**src/primality_trial_division_defines.svh**
```systemverilog
// Assertion macros shared by the primality block.
`ifndef PRIMALITY_TRIAL_DIVISION_DEFINES_SVH
`define PRIMALITY_TRIAL_DIVISION_DEFINES_SVH

// Same-cycle implication, sampled on clk, off during reset.
`define PTD_ASSERT_SAME(label, ante, cons, msg) \
    label: assert property (@(posedge clk) disable iff (!rst_n) (ante) |-> (cons)) \
        else $error(msg);

// Next-cycle implication, sampled on clk, off during reset.
`define PTD_ASSERT_NEXT(label, ante, cons, msg) \
    label: assert property (@(posedge clk) disable iff (!rst_n) (ante) |=> (cons)) \
        else $error(msg);

`endif

```
**src/ptd_pkg.sv**
```systemverilog
`timescale 1ns / 1ps

package ptd_pkg;

    // Sequencer state codes
    localparam int unsigned STATE_W = 3;

    localparam logic [STATE_W-1:0] ST_IDLE    = 3'd0;
    localparam logic [STATE_W-1:0] ST_RT_MID  = 3'd1;
    localparam logic [STATE_W-1:0] ST_RT_DIV  = 3'd2;
    localparam logic [STATE_W-1:0] ST_RT_EVAL = 3'd3;
    localparam logic [STATE_W-1:0] ST_TD_NEXT = 3'd4;
    localparam logic [STATE_W-1:0] ST_TD_DIV  = 3'd5;
    localparam logic [STATE_W-1:0] ST_TD_EVAL = 3'd6;
    localparam logic [STATE_W-1:0] ST_FINISH  = 3'd7;

    // Result channel: one flag padded to a byte
    localparam int unsigned OUT_TDATA_W = 8;

endpackage

```
**src/primality_trial_division.sv**
```systemverilog
`timescale 1ns / 1ps
// Channel   Direction  Ports                      Content
// s_axis    in         s_tvalid s_tready s_tdata  number (DATA_WIDTH bits, signed)
// m_axis    out        m_tvalid m_tready m_tdata  is_prime (1 bit)
//
// One item at a time through a shared bit-serial restoring divider, one
// quotient bit a cycle. Root search: about DATA_WIDTH - 2 division steps;
// trial division: up to root - 1 steps, about 46341 steps worst case at
// DATA_WIDTH = 32. Negative, zero and one skip the divider and finish as
// not prime. s_tready is high only while idle; a finished result waits in
// the output register, so the next item is taken while m_tready is low.
// Reset clears the sequencer and output valid.

`include "primality_trial_division_defines.svh"

module primality_trial_division #(
    parameter int unsigned DATA_WIDTH = 32
) (
    input  logic                                 clk,
    input  logic                                 rst_n,
    // s_tdata fields from bit 0: number [DATA_WIDTH-1:0], zero pad to bytes
    input  logic [((DATA_WIDTH + 7) / 8) * 8 - 1:0] s_tdata,
    input  logic                                 s_tvalid,
    output logic                                 s_tready,
    // m_tdata fields from bit 0: is_prime [0], zero pad [7:1]
    output logic [ptd_pkg::OUT_TDATA_W-1:0]       m_tdata,
    output logic                                 m_tvalid,
    input  logic                                 m_tready
);

    localparam int unsigned W     = DATA_WIDTH;
    localparam int unsigned CNT_W = $clog2(DATA_WIDTH);

    logic [ptd_pkg::STATE_W-1:0] state_reg, state_next;
    logic                        out_valid_reg, out_valid_next;
    logic                        out_bit_reg, out_bit_next;
    logic                        result_reg, result_next;
    logic [CNT_W-1:0]            cnt_reg, cnt_next;
    logic [W-1:0]                m_reg, m_next;
    logic [W-1:0]                lo_reg, lo_next;
    logic [W-1:0]                hi_reg, hi_next;
    logic [W-1:0]                best_reg, best_next;
    logic [W-1:0]                dv_reg, dv_next;
    logic [W-1:0]                rem_reg, rem_next;
    logic [W-1:0]                quo_reg, quo_next;

    logic [W-1:0] number;
    logic         in_fire;
    logic         out_free;
    logic [W-1:0] mid;
    logic [W:0]   rem_shift;
    logic [W:0]   rem_diff;

    assign number   = s_tdata[W-1:0];
    assign s_tready = (state_reg == ptd_pkg::ST_IDLE);
    assign in_fire  = s_tvalid && s_tready;
    assign out_free = !out_valid_reg || m_tready;
    assign m_tvalid = out_valid_reg;
    assign m_tdata  = {{(ptd_pkg::OUT_TDATA_W - 1){1'b0}}, out_bit_reg};

    // Midpoint of the root search interval, no overflow
    assign mid = lo_reg + ((hi_reg - lo_reg) >> 1);

    // One restoring division step
    assign rem_shift = {rem_reg, quo_reg[W-1]};
    assign rem_diff  = rem_shift - {1'b0, dv_reg};

    // Sequencer
    always_comb
    begin
        state_next     = state_reg;
        out_valid_next = out_valid_reg;
        out_bit_next   = out_bit_reg;
        result_next    = result_reg;
        cnt_next       = cnt_reg;
        m_next         = m_reg;
        lo_next        = lo_reg;
        hi_next        = hi_reg;
        best_next      = best_reg;
        dv_next        = dv_reg;
        rem_next       = rem_reg;
        quo_next       = quo_reg;

        // Drop a delivered result
        if (out_valid_reg && m_tready)
        begin
            out_valid_next = 1'b0;
        end

        unique case (state_reg)
            ptd_pkg::ST_IDLE:
            begin
                if (in_fire)
                begin
                    m_next = number;
                    if (number[W-1] || (number <= W'(1)))
                    begin
                        result_next = 1'b0;
                        state_next  = ptd_pkg::ST_FINISH;
                    end
                    else
                    begin
                        lo_next    = W'(1);
                        hi_next    = number >> 1;
                        best_next  = W'(1);
                        state_next = ptd_pkg::ST_RT_MID;
                    end
                end
            end

            ptd_pkg::ST_RT_MID:
            begin
                if (lo_reg <= hi_reg)
                begin
                    // Start m / mid
                    dv_next    = mid;
                    rem_next   = '0;
                    quo_next   = m_reg;
                    cnt_next   = CNT_W'(W - 1);
                    state_next = ptd_pkg::ST_RT_DIV;
                end
                else
                begin
                    // Root found in best_reg; first divisor is two
                    dv_next    = W'(2);
                    state_next = ptd_pkg::ST_TD_NEXT;
                end
            end

            ptd_pkg::ST_RT_DIV,
            ptd_pkg::ST_TD_DIV:
            begin
                if (!rem_diff[W])
                begin
                    rem_next = rem_diff[W-1:0];
                    quo_next = {quo_reg[W-2:0], 1'b1};
                end
                else
                begin
                    rem_next = rem_shift[W-1:0];
                    quo_next = {quo_reg[W-2:0], 1'b0};
                end
                cnt_next = cnt_reg - CNT_W'(1);
                if (cnt_reg == '0)
                begin
                    state_next = (state_reg == ptd_pkg::ST_RT_DIV) ?
                                 ptd_pkg::ST_RT_EVAL : ptd_pkg::ST_TD_EVAL;
                end
            end

            ptd_pkg::ST_RT_EVAL:
            begin
                // Accept mid when mid <= m / mid
                if (dv_reg <= quo_reg)
                begin
                    best_next = dv_reg;
                    lo_next   = dv_reg + W'(1);
                end
                else
                begin
                    hi_next = dv_reg - W'(1);
                end
                state_next = ptd_pkg::ST_RT_MID;
            end

            ptd_pkg::ST_TD_NEXT:
            begin
                if (dv_reg > best_reg)
                begin
                    result_next = 1'b1;
                    state_next  = ptd_pkg::ST_FINISH;
                end
                else
                begin
                    rem_next   = '0;
                    quo_next   = m_reg;
                    cnt_next   = CNT_W'(W - 1);
                    state_next = ptd_pkg::ST_TD_DIV;
                end
            end

            ptd_pkg::ST_TD_EVAL:
            begin
                if (rem_reg == '0)
                begin
                    result_next = 1'b0;
                    state_next  = ptd_pkg::ST_FINISH;
                end
                else
                begin
                    dv_next    = dv_reg + W'(1);
                    state_next = ptd_pkg::ST_TD_NEXT;
                end
            end

            ptd_pkg::ST_FINISH:
            begin
                // Hold until the output register is free
                if (out_free)
                begin
                    out_valid_next = 1'b1;
                    out_bit_next   = result_reg;
                    state_next     = ptd_pkg::ST_IDLE;
                end
            end

            default:
            begin
                state_next = ptd_pkg::ST_IDLE;
            end
        endcase
    end

    // Control registers
    always_ff @(posedge clk or negedge rst_n)
    begin
        if (!rst_n)
        begin
            state_reg     <= ptd_pkg::ST_IDLE;
            out_valid_reg <= 1'b0;
        end
        else
        begin
            state_reg     <= state_next;
            out_valid_reg <= out_valid_next;
        end
    end

    // Payload registers
    always_ff @(posedge clk)
    begin
        out_bit_reg <= out_bit_next;
        result_reg  <= result_next;
        cnt_reg     <= cnt_next;
        m_reg       <= m_next;
        lo_reg      <= lo_next;
        hi_reg      <= hi_next;
        best_reg    <= best_next;
        dv_reg      <= dv_next;
        rem_reg     <= rem_next;
        quo_reg     <= quo_next;
    end

    // Checks
    `PTD_ASSERT_SAME(a_divisor_nonzero, (state_reg == ptd_pkg::ST_RT_DIV) || (state_reg == ptd_pkg::ST_TD_DIV), dv_reg != '0, "divider running with zero divisor")
    `PTD_ASSERT_NEXT(a_negative_short, in_fire && number[W-1], (state_reg == ptd_pkg::ST_FINISH) && !result_reg, "negative input not rejected at once")
    `PTD_ASSERT_NEXT(a_finish_holds, (state_reg == ptd_pkg::ST_FINISH) && out_valid_reg && !m_tready, state_reg == ptd_pkg::ST_FINISH, "result overwrote a pending item")
    `PTD_ASSERT_SAME(a_trial_bound, state_reg == ptd_pkg::ST_TD_DIV, (dv_reg >= W'(2)) && (dv_reg <= best_reg), "trial divisor outside two to root")

endmodule
```
**config.mk**
```make
export PLATFORM = sky130hd
export DESIGN_NAME = primality_trial_division
export DESIGN_NICKNAME = d
export VERILOG_FILES = /design/src/ptd_pkg.sv /design/src/primality_trial_division.sv
export VERILOG_INCLUDE_DIRS = /design/src /design/src/src
export SDC_FILE = /design/constraint.sdc
export NUM_CORES = 1
export LEC_CHECK = 0
export BUFFER_PORTS_ARGS = -buffer_cell sky130_fd_sc_hd__buf_2
export CAP_MARGIN = 20
export CELL_PAD_IN_SITES_DETAIL_PLACEMENT = 1
export CELL_PAD_IN_SITES_GLOBAL_PLACEMENT = 1
export CORE_MARGIN = 5
export CORE_UTILIZATION = 50
export DETAILED_ROUTE_END_ITERATION = 8
export HOLD_SLACK_MARGIN = 0.08
export PLACE_DENSITY_LB_ADDON = 0.1
export SYNTH_ARGS = -nofsm -noshare
export SYNTH_HDL_FRONTEND = slang
export SYNTH_SLANG_ARGS = --single-unit
```
**constraint.sdc**
```tcl
create_clock -name clk -period 7.53 [get_ports clk]
set_clock_uncertainty 0.05 [all_clocks]
set_input_delay 0.753 -clock clk [delete_from_list [all_inputs] [get_ports clk]]
set_output_delay 0.753 -clock clk [all_outputs]
set_load 0.03 [all_outputs]
```
==> qor.yml, run 1 <==
grt:
  overflow: 0
  antenna_found_initial: 0
  grt_pass1_wl_um: 78200
  grt_max_degree: 89
  grt_usage: 0.266
  grt_pass1_vias: 14300
place:
  port_buffers: 38
  dpl.hpwl_um: 36900
  pre_cts_slack_ns: 1.83
  gp_congestion: 0.886
synthesis:
  synth_ff_type: "edfxtp_1"
  syn_avg_cell_area_um2: 9.45
  async_flop_share: 0.0170
  synth_warnings: 0
  synth.distinct_cells: 78
  synth_edf_count: 231
  netlist_area_um2: 16700
  ys_seq_elements: 235
  yosys.area.top_type: "edfxtp_1"
  synth_top_area_share: 0.416
  ys_top_cells_by_area: "edfxtp_1 (42%), ha_1 (12%), xnor2_1 (5.7%)"
  synth_most_common_cell: "edfxtp_1"
  ys_seq_area_frac: 0.422
  synth_common_cells: "edfxtp_1 (231), nand2_1 (179), ha_1 (162)"
  netlist_instances: 1762
timing:
  worst_pin_slew_ns: 0.927
  fin_hold_ws_ns: 0.342
  max_freq_mhz: 173
  period_minus_slack_ns: 5.76
  final-setup-viol-count: 0
  timing.final.crit_share: 0.766
  slew_headroom: 0.382
  setup_ws_ns: 1.77
  tns_ns: 0
  finalMaxSlewViolations: 0
  rsz0062_at_grt: "false"
  finalHoldViolations: 0
floorplan:
  coreArea_um2: 32700
  initial_core_util: 0.509
  dieWidth_um: 193
  io_pins: 46
  core.rowCount: 66
  die_h_um: 193
  die-area_um2: 37100
cts:
  post_cts_buffers: 0
  path_clk_slew_ns: 0.07
  cts_buffers: 26
  cts_resized: 0
  cts_root_buf: "clkbuf_16"
  cts_tree: "yes"
  clock_latency_ns: 0.54
  clock-sinks: 235
  holdBufCountCts: 1
  ctsHtreeMaxLevel: 1
  clock_path_buffers: 3
flow_run:
  drv_cap: 0
routing:
  avgRoutedWirePerCell_um: 21.9
  drc: 0
  first_pass_iters: 5
  wl_um: 49400
  drt-initial-drc-count: 986
  antenna_left: 0
  viasPerCell: 6.00
  vias: 13500
min_path:
  hp-class: "input port to flop"
critical_path:
  required_ns: 7.74
  max_stage_delay_ns: 0.46
  startpoint_type: "flop"
  crit_arrival_ns: 5.98
  path_cells: "inv_1 > ha_1 > nor2b_1 > o2111a_1 > o31a_1 > o21a_1 > o21a_1 > o21ai_0 > nand2b_1 > a21o_1 > a21oi_1 > xnor2_1 > ha_1 > and4_1 > and3_1 > a41o_1 > nor3_1 > o41a_1 > o2bb2ai_1 > o31ai_1 > a31oi_1 > xor2_1 > o22ai_1"
  crit_fanout: 5
  end_kind: "flop"
  critPathKind: "flop to flop"
  crit_slowest_cell: "edfxtp_1"
  ff2ff_setup_slack_ns: 1.77
final_layout:
  fin_nets: 1994
  area_growth_pct: 9.25
  drive_above_1_share: 0.0651
  antennaDiodeCount: 0
  final_core_util: 0.556
status:
  status: "completed"
-- metrics by stage --
step | std cells | instance area, µm²
final | 2255 | 18200
after floorplan | 1768 | 16700
after global routing | 2255 | 18200
after CTS | 2254 | 18200
after global placement | 2205 | 17300
after detailed placement | 2205 | 17300
-- critical path: cells and delay by family (launching register included) --
| family | cells | cell delay, ns |
|---|---|---|
| compound gates | 13 | 2.78 |
| xor+xnor | 2 | 0.37 |
| fa+ha+maj | 2 | 0.61 |
| buf+inv | 1 | 0.08 |
| flops | 1 | 0.46 |
| simple gates | 5 | 1.16 |
-- cell type report --
| class | instances | area [µm²] |
|---|---|---|
| fillers | 3775 | 14500 |
| inverters | 162 | 608 |
| clock inverters | 16 | 150 |
| clock buffers | 32 | 694 |
| well taps | 442 | 553 |
| multi-input cells | 1313 | 8810 |
| flip-flops and latches | 235 | 7040 |
| repair buffers | 55 | 340 |
-- cells in the final DEF (no fill, tap or decap), drive strengths merged, types with 19 or more instances in the layout --
cell / Yosys / routed
nand3: 40 / 40
o21ai: 116 / 116
a21o: 66 / 66
ha: 162 / 162
clkbuf: 41 / 32
o21a: 30 / 30
nand4: 29 / 29
nand2: 180 / 180
nor2: 156 / 156
a21oi: 129 / 129
edfxtp: 231 / 231
nor3: 39 / 39
xor2: 25 / 25
xnor2: 108 / 108
inv: 158 / 158
buf: 17 / 54
nor4: 28 / 28
o22ai: 19 / 19
-- final timing paths --
kind                                             to               startpoint  depth (start not counted)
setup / recovery               dv_reg[29]$_DFFE_PP_  lo_reg[1]$_SDFFCE_PN0P_                         23
max in group asynchronous  state_reg[2]$_DFFE_PN0P_                    rst_n                          2
min in group asynchronous  state_reg[0]$_DFFE_PN0P_                    rst_n                          2
hold reg to reg               out_bit_reg$_DFFE_PP_     result_reg$_DFFE_PP_                          0
setup reg to reg               dv_reg[29]$_DFFE_PP_  lo_reg[1]$_SDFFCE_PN0P_                         23
hold / removal                   m_reg[0]$_DFFE_PP_               s_tdata[0]                          1
-- routing by layer --
metal / vias to the layer above / track usage / part of all wire
li1: 6428 / - / -
met1: 6719 / 0.370 / 0.45
met2: 317 / 0.449 / 0.47
met3: 74 / 0.0286 / 0.049
met4: 0 / 0.0683 / 0.025
met5: - / 0 / 0
-- cells by family after synthesis --
| group | share of synthesized area |
|---|---|
| AO/OA/AOI/OAI | 0.172 |
| buffers and inverters | 0.0521 |
| adder cells (fa/ha/maj) | 0.125 |
| flip-flops | 0.422 |
| other | 0.000225 |
| AND/OR/NAND/NOR | 0.157 |
| multiplexers | 0.00120 |
| XOR/XNOR | 0.0699 |
Power of run 1 is not shown: default switching activity piles up to over one toggle a cycle in this logic, so the estimate is an artifact.
==> inputs of run 2 (changes only) <==
--- a/config.mk
+++ b/config.mk
@@ -6,12 +6,13 @@
 export SDC_FILE = /design/constraint.sdc
 export NUM_CORES = 1
 export LEC_CHECK = 0
+export ABC_AREA = 1
 export BUFFER_PORTS_ARGS = -buffer_cell sky130_fd_sc_hd__buf_2
 export CAP_MARGIN = 20
 export CELL_PAD_IN_SITES_DETAIL_PLACEMENT = 1
 export CELL_PAD_IN_SITES_GLOBAL_PLACEMENT = 1
 export CORE_MARGIN = 5
-export CORE_UTILIZATION = 50
+export CORE_UTILIZATION = 43
 export DETAILED_ROUTE_END_ITERATION = 8
 export HOLD_SLACK_MARGIN = 0.08
 export PLACE_DENSITY_LB_ADDON = 0.1
==> constraint.sdc (replaced) <==
create_clock -name clk -period 4.9 [get_ports clk]
set_clock_uncertainty 0.05 [all_clocks]
set_input_delay 0.49 -clock clk [delete_from_list [all_inputs] [get_ports clk]]
set_output_delay 0.49 -clock clk [all_outputs]
set_load 0.03 [all_outputs]
==> qor.yml, run 2 <==
critical_path:
  max_stage_delay_ns: 0.54
  crit_arrival_ns: 4.61
  critPathKind: "flop to flop"
  crit_fanout: 4
  startpoint_type: "flop"
  crit_slowest_cell: "nor3_1"
  cpMostUsedCell: "nand2_1"
  ff2ff_setup_slack_ns: 0.53
  required_ns: 5.15
  path_cells: "ha_1 > fa_1 > inv_1 > nand2_1 > nand2_1 > and2_1 > a21oi_1 > o21ai_1 > xor2_1 > ha_1 > nand2_1 > nor2_1 > inv_1 > nor3_1 > nand4_1 > nand3_1 > nand2_1 > nand2_1 > o21ai_0"
  end_kind: "flop"
floorplan:
  die_h_um: 220
  die-area_um2: 48300
  initial_core_util: 0.437
  dieWidth_um: 220
  core.rowCount: 76
  coreArea_um2: 43300
  io_pins: 46
synthesis:
  netlist_instances: 2557
  synth.distinct_cells: 53
  synth_top_area_share: 0.367
  ys_seq_elements: 235
  synth_edf_count: 231
  ys_top_cells_by_area: "edfxtp_1 (37%), nand2_1 (13%), ha_1 (11%)"
  yosys.area.top_type: "edfxtp_1"
  synth_ff_type: "edfxtp_1"
  synth_warnings: 0
  synth_common_cells: "nand2_1 (659), nor2_1 (393), inv_1 (353)"
  netlist_area_um2: 18900
  synth_most_common_cell: "nand2_1"
  syn_avg_cell_area_um2: 7.40
  ys_seq_area_frac: 0.372
  async_flop_share: 0.0170
power:
  switching_share: 0.211
  ir_drop_mv: 0.208
  p_leak_nw: 9.99
  pwr-share-seq: 0.481
  p_sw_mw: 0.958
  p_per_area_nw_per_um2: 217
  p_total_mw: 4.53
  clkPwrFrac: 0.502
  combPwrFrac: 0.017
  p_int_mw: 3.58
grt:
  grt_pass1_wl_um: 104000
  antenna_found_initial: 1
  overflow: 0
  grt_max_degree: 91
  grt_pass1_vias: 18600
  grt_usage: 0.279
place:
  port_buffers: 38
  dpl.hpwl_um: 54700
  gp_congestion: 1.01
cts:
  clock_path_buffers: 3
  clock-sinks: 235
  cts_resized: 0
  cts_buffers: 28
  holdBufCountCts: 19
  path_clk_slew_ns: 0.06
  clock_latency_ns: 0.58
  post_cts_buffers: 0
  cts_tree: "yes"
  cts_root_buf: "clkbuf_16"
  ctsHtreeMaxLevel: 1
routing:
  avgRoutedWirePerCell_um: 21.2
  drc: 0
  vias: 17500
  viasPerCell: 5.44
  first_pass_iters: 5
  wl_um: 68200
  antenna_left: 0
  drt-initial-drc-count: 1112
timing:
  rsz0062_at_grt: "false"
  max_freq_mhz: 229
  finalHoldViolations: 0
  final-setup-viol-count: 0
  finalMaxSlewViolations: 0
  worst_pin_slew_ns: 0.882
  period_minus_slack_ns: 4.37
  slew_headroom: 0.405
  timing.final.crit_share: 0.891
  tns_ns: 0
final_layout:
  layout_commonest_cell: "nand2_1"
  area_growth_pct: 10.6
  layout_common_cells: "nand2_1 (659), nor2_1 (392), inv_1 (351)"
  drive_above_1_share: 0.0546
  fin_nets: 2816
flow_run:
  drv_cap: 0
min_path:
  hp-class: "input port to flop"
status:
  status: "completed"
## run 2: worst paths after layout
kind / startpoint / end / cells past startpoint
max reg2reg: lo_reg[0]$_SDFFCE_PN1P_ / dv_reg[20]$_DFFE_PP_ / 19
max: lo_reg[0]$_SDFFCE_PN1P_ / dv_reg[20]$_DFFE_PP_ / 19
max in group asynchronous: rst_n / state_reg[0]$_DFFE_PN0P_ / 2
min: s_tdata[31] / m_reg[31]$_DFFE_PP_ / 1
min reg2reg: result_reg$_DFFE_PP_ / out_bit_reg$_DFFE_PP_ / 0
min in group asynchronous: rst_n / state_reg[2]$_DFFE_PN0P_ / 2
## run 2: final cells by class
cell class / count / area, µm²
antenna: 1 / 2.50
clock buffer: 31 / 712
clock inverter: 21 / 274
fill: 5526 / 22300
inverter: 363 / 1360
multi-input combinational: 1917 / 10300
sequential: 235 / 7040
tap: 585 / 732
timing repair buffer: 70 / 515
## run 2: cell families (layout without fill, tap and decap cells)
kind of cell | Yosys count | in the layout | share of synthesized area
and+or+nand+nor | 1293 | 1293 | 0.282
buffers and inverters | 411 | 485 | 0.0866
AOI/OAI and AO/OA | 353 | 353 | 0.103
DFF | 235 | 235 | 0.372
adders and majority gates | 165 | 165 | 0.110
xor gates and xnor gates | 99 | 99 | 0.0458
other | 1 | 8 | 0.000198
## run 2: per-stage QoR
stage	hold slack [ns]	utilization	std cells	worst slack [ns]	area (µm²)
floorplan	0.144	-	2563	1.29	18900
global placement	0.254	0.456	3150	0.684	19700
detailed placement	0.255	0.456	3150	0.592	19700
CTS	0.0800	0.483	3221	0.554	20900
global route	0.0886	0.484	3222	0.216	20900
finish	0.109	0.484	3223	0.534	20900
## run 2: per-layer routing
metal / vias to the layer above / part of all wire / GRT usage
met5: - / 0 / 0
met4: 0 / 0.048 / 0.120
met3: 143 / 0.035 / 0.0205
met2: 347 / 0.49 / 0.498
met1: 8534 / 0.42 / 0.349
li1: 8501 / - / -
## run 2: worst max-delay path, delay by kind of cell, from the launching register on
family                   cells  cell delay (ns)
buffers and inverters        2             0.18
AND/OR/NAND/NOR             10             1.67
XOR/XNOR                     1             0.13
AO/OA/AOI/OAI                3             0.57
adder cells (fa/ha/maj)      3             1.07
flip-flops                   1             0.42
## run 2: power groups by stage
| stage | Clock, mW | Sequential, mW | Combinational, mW |
|---|---|---|---|
| final | 2.27 | 2.18 | 0.0781 |
| after global routing | 2.40 | 2.18 | 0.0822 |
| after CTS | 2.32 | 2.18 | 0.0757 |
| after detailed placement | 0 | 2.22 | 0.0637 |
| after global placement | 0 | 2.22 | 0.0630 |
| after floorplan | 0 | 2.22 | 0.0266 |
Note: power is estimated with default switching activity, not from simulation.
